==> src/hw/rtl/bpc_pkg.sv <==
// Shared types, constants and helpers for the pressure compensation unit
`default_nettype none
package bpc_pkg;

   typedef struct packed {
      logic [19:0] raw_temp;
      logic [19:0] raw_press;
   } req_word_type;

   typedef struct packed {
      logic signed [14:0] temp_centi_c;
      logic [31:0]        station_press;
      logic [31:0]        sea_press;
      logic               div_zero;
   } rsp_word_type;

   localparam int CsrIndexWidth = 3;
   localparam int CsrDataWidth  = 64;

   typedef enum logic [CsrIndexWidth-1:0] {
      CSR_TEMP_TRIM  = 3'd0,
      CSR_PRESS_LOW  = 3'd1,
      CSR_PRESS_HIGH = 3'd2,
      CSR_PRESS_LAST = 3'd3,
      CSR_SEA_FACTOR = 3'd4
   } csr_index_type;

   typedef struct packed {
      logic [47:0] temp_trim;
      logic [63:0] press_low;
      logic [63:0] press_high;
      logic [15:0] press_last;
      logic [17:0] sea_factor;
   } trim_type;

   localparam logic [17:0]        SeaFactorReset = 18'd67529;
   localparam logic signed [63:0] TempMin        = -64'sd4000;
   localparam logic signed [63:0] TempMax        = 64'sd8500;
   localparam logic [63:0]        FineOffset     = 64'd128000;
   localparam logic [63:0]        PressBias      = 64'h0000_8000_0000_0000;
   localparam logic [63:0]        RawFull        = 64'd1048576;
   localparam logic [63:0]        DivScale       = 64'd3125;

   typedef enum logic [4:0] {
      BK_IDLE, BK_TA, BK_BB, BK_B3, BK_TC, BK_V1SQ, BK_V2A, BK_V2B, BK_V1A,
      BK_V1B, BK_V1C, BK_CHK, BK_NUM, BK_DIV, BK_PSQ, BK_P9, BK_P8, BK_FIN,
      BK_SEA, BK_DONE
   } back_state_type;

   typedef enum logic [2:0] {
      MUL_IDLE, MUL_LL, MUL_LH, MUL_HL, MUL_DONE
   } mul_state_type;

   typedef enum logic [1:0] {
      DIV_IDLE, DIV_RUN, DIV_DONE
   } div_state_type;

   function automatic logic [63:0] sext16(input logic [15:0] v);
      return {{48{v[15]}}, v};
   endfunction

   function automatic logic [63:0] sext32(input logic [31:0] v);
      return {{32{v[31]}}, v};
   endfunction

endpackage
`default_nettype wire

==> src/hw/rtl/bpc_front.sv <==
// Front end: two-word input queue
`default_nettype none
module bpc_front (
   input  wire logic                  clock,
   input  wire logic                  reset,
   input  wire logic                  push,
   output logic                       full,
   input  wire bpc_pkg::req_word_type req_word,
   output logic                       in_valid,
   output bpc_pkg::req_word_type      in_word,
   input  wire logic                  in_take
);
   import bpc_pkg::*;

   req_word_type slot_ff [2];
   logic         wr_ptr_ff, wr_ptr_in;
   logic         rd_ptr_ff, rd_ptr_in;
   logic [1:0]   count_ff, count_in;
   logic         do_push, do_pop;

   assign full     = (count_ff == 2'd2);
   assign in_valid = (count_ff != 2'd0);
   assign in_word  = slot_ff[rd_ptr_ff];
   assign do_push  = push & ~full;
   assign do_pop   = in_take & in_valid;

   always_comb begin
      wr_ptr_in = wr_ptr_ff ^ do_push;
      rd_ptr_in = rd_ptr_ff ^ do_pop;
      count_in  = count_ff + {1'b0, do_push} - {1'b0, do_pop};
   end

   always_ff @(posedge clock) begin
      if (reset) begin
         wr_ptr_ff <= 1'b0;
         rd_ptr_ff <= 1'b0;
         count_ff  <= 2'd0;
      end else begin
         wr_ptr_ff <= wr_ptr_in;
         rd_ptr_ff <= rd_ptr_in;
         count_ff  <= count_in;
      end
   end

   always_ff @(posedge clock) begin
      if (do_push) begin
         slot_ff[wr_ptr_ff] <= req_word;
      end
   end

endmodule
`default_nettype wire

==> config.mk <==
export PLATFORM = sky130hd
export DESIGN_NAME = bpc_front
export DESIGN_NICKNAME = d
export VERILOG_FILES = /design/src/hw/rtl/bpc_pkg.sv /design/src/hw/rtl/bpc_front.sv
export SDC_FILE = /design/constraint.sdc
export NUM_CORES = 1
export LEC_CHECK = 0
export ABC_AREA = 1
export BUFFER_PORTS_ARGS = -buffer_cell sky130_fd_sc_hd__buf_2
export CAP_MARGIN = 20
export CORE_MARGIN = 2
export CORE_UTILIZATION = 52
export DETAILED_ROUTE_END_ITERATION = 10
export PLACE_DENSITY = 0.83
export SYNTH_ARGS = -nofsm -noshare
export SYNTH_HDL_FRONTEND = slang
export SYNTH_SLANG_ARGS = --single-unit
==> constraint.sdc <==
create_clock -name clock -period 2.6 [get_ports clock]
set_input_delay 0.39 -clock clock [delete_from_list [all_inputs] [get_ports clock]]
set_output_delay 0.39 -clock clock [all_outputs]
set_load 0.03 [all_outputs]
==> flow_summary.toml <==
[clocking]
cts_root_buffer = "clkbuf_8"
post_cts_buffers = 0
clk_pin_slew_ns = 0.08
clkSinkCount = 84
cts_buffers = 9
htree_levels = 3
post_cts_resized = 0
cts_tree = "done"
ctsHoldBuffers = 0
cts.path.max_buffers = 2
clk_latency_ns = 0.34

[placement]
io_buffers = 85
placed_area_sq_um = 3830
hpwl_mm = 3.92
gp_congestion = 0.739
dp.cells = 321
place_ws_ns = 0.734

[critical_path]
crit_path_cell_trace = "buf_4, mux2_4, buf_2"
cp_max_fo = 15
worstSetupEndpointType = "primary output"
cp.required_ns = 2.21
critical_path_buf_inv_count = 2
cp_slowest_cell = "dfxtp_2"
crit_arrival_ns = 1.83
path_delay_family = "flip-flops"
critPathLaunchType = "flop"
critPathMaxStageDelay_ns = 0.64
worstSetupPathType = "flop to primary output"
rrSetupSlack_ns = 0.88

[timing]
fmax_ghz = 0.451
slew_headroom = 0.676
setup_slack_ns = 0.383
tightestPinTransition_ns = 0.487
finalSetupViolations = 0
rsz0062_at_grt = "no"
timing.final.crit_share = 0.853
fin_crit_ns = 2.22
finalMaxSlewViolations = 0
hold_viol = 0
tns_ns = 0
hold_ws_ns = 0.225
fin_skew_ns = 0.00412

[grt]
antenna_found_initial = 0
grt-ovfl-total = 0
grt_max_degree = 25
grt_pass1_wl_mm = 8.17
grt_pass1_vias = 1661
track_usage = 0.159

[logic_synthesis]
syn_area_per_cell_sq_um = 20.8
syn_area_sq_um = 3320
synth_warnings = 0
synth_seq_cells = 84
yosysSeqAreaShare = 0.747
syn-num-nets = 208
ys_types = 13
syn_inst = 160

[hold_path]
min_path_type = "primary input to flop"

[route]
drt-total-wl_mm = 5.52
dr.first_iter.drc_count = 72
vias = 1676
drtPass1Iterations = 4
remaining_drc_errors = 0
via_per_inst = 4.97
wl_per_cell_um = 16.4
drtAntennaViolNets = 0

[finish]
drive_above_1_share = 0.565
diodes = 0
final_nets = 303
fin_area_sq_um = 4040
area_delta_synth_final_pct = 21.6
final_cell_count_no_fill = 337

[floorplan]
die_w_um = 83.9
design.core.area_sq_um = 6280
dieArea_sq_um = 7050
die_h_um = 83.9
std_cell_rows = 29
start_util = 0.529
io_pins = 86

[run]
cap_violations = 0

[outcome]
status = "completed"

[power_and_ir_drop]
pwr_density_cell_nw_per_um2 = 1060
irDropWorstVdd_mv = 0.614
leakage_uw = 0.00163
## metal layers
layer / share of wire / track usage
met1: 0.40 / 0.184
met2: 0.51 / 0.259
met3: 0.055 / 0.0406
met4: 0.038 / 0.111
met5: 0 / 0
## per-stage QoR
step,util,power (uW)
floorplan,-,3040
global placement,0.610,3310
detailed placement,0.610,3360
CTS,0.644,4340
global route,0.644,4480
finish,0.644,4290
## cells in the mapped netlist
cell	number	area, sq um
mux2_2	2	22.5
buf_12	4	80.1
o21ai_0	1	5.00
inv_1	10	37.5
nand2_1	5	18.8
a21oi_1	1	5.00
dfxtp_1	4	80.1
ha_1	4	50.1
nand3_1	2	10.0
mux2_4	38	571
buf_6	1	11.3
nor2_1	8	30.0
edfxtp_1	80	2400
## placed cells by master, fill, tap and decap left out, types with 2 or more instances in the layout
cell type	instances
edfxtp_1	80
inv_1	10
dfxtp_1	3
ha_1	2
mux2_2	2
clkbuf_8	9
nand3_1	2
mux2_4	38
clkinvlp_4	3
buf_12	3
nand2_1	5
ha_2	2
bufinv_16	2
nor2_1	8
buf_2	85
## flip-flops by register name (all words and copies together) (netlist names)
signal	cells
count_ff	2
wr_ptr_ff	1
rd_ptr_ff	1
slot_ff	80
## where the power goes
part           internal (uW)  total [uW]  leakage (uW)  switching, uW
Sequential              1760        1870      0.000781            108
Combinational            589        1460      0.000751            867
Clock                    535         973     0.0000989            438
## worst paths after layout
path          startpoint  cells after the start             to
max            rd_ptr_ff                      3    in_word[32]
min                reset                      2      wr_ptr_ff
max reg2reg  count_ff[1]                      5  slot_ff[1][5]
min reg2reg    wr_ptr_ff                      3      wr_ptr_ff
## cell type report
cell class | instances | area (sq um)
clock buffers | 9 | 124
repair buffers | 89 | 493
inverters | 10 | 37.5
fillers | 429 | 2230
flip-flops and latches | 84 | 2480
clock inverters | 7 | 91.3
multi-input cells | 61 | 717
well taps | 77 | 96.3
## cell families (layout without fill, tap and decap cells)
group,count (synthesis),after routing,synth area share
simple gates,15,15,0.0177
fa+ha+maj,4,4,0.0151
buf+inv,15,115,0.0388
mux,40,40,0.178
flops,84,84,0.747
compound gates,2,2,0.00301
(Power assumes the default switching activity.)
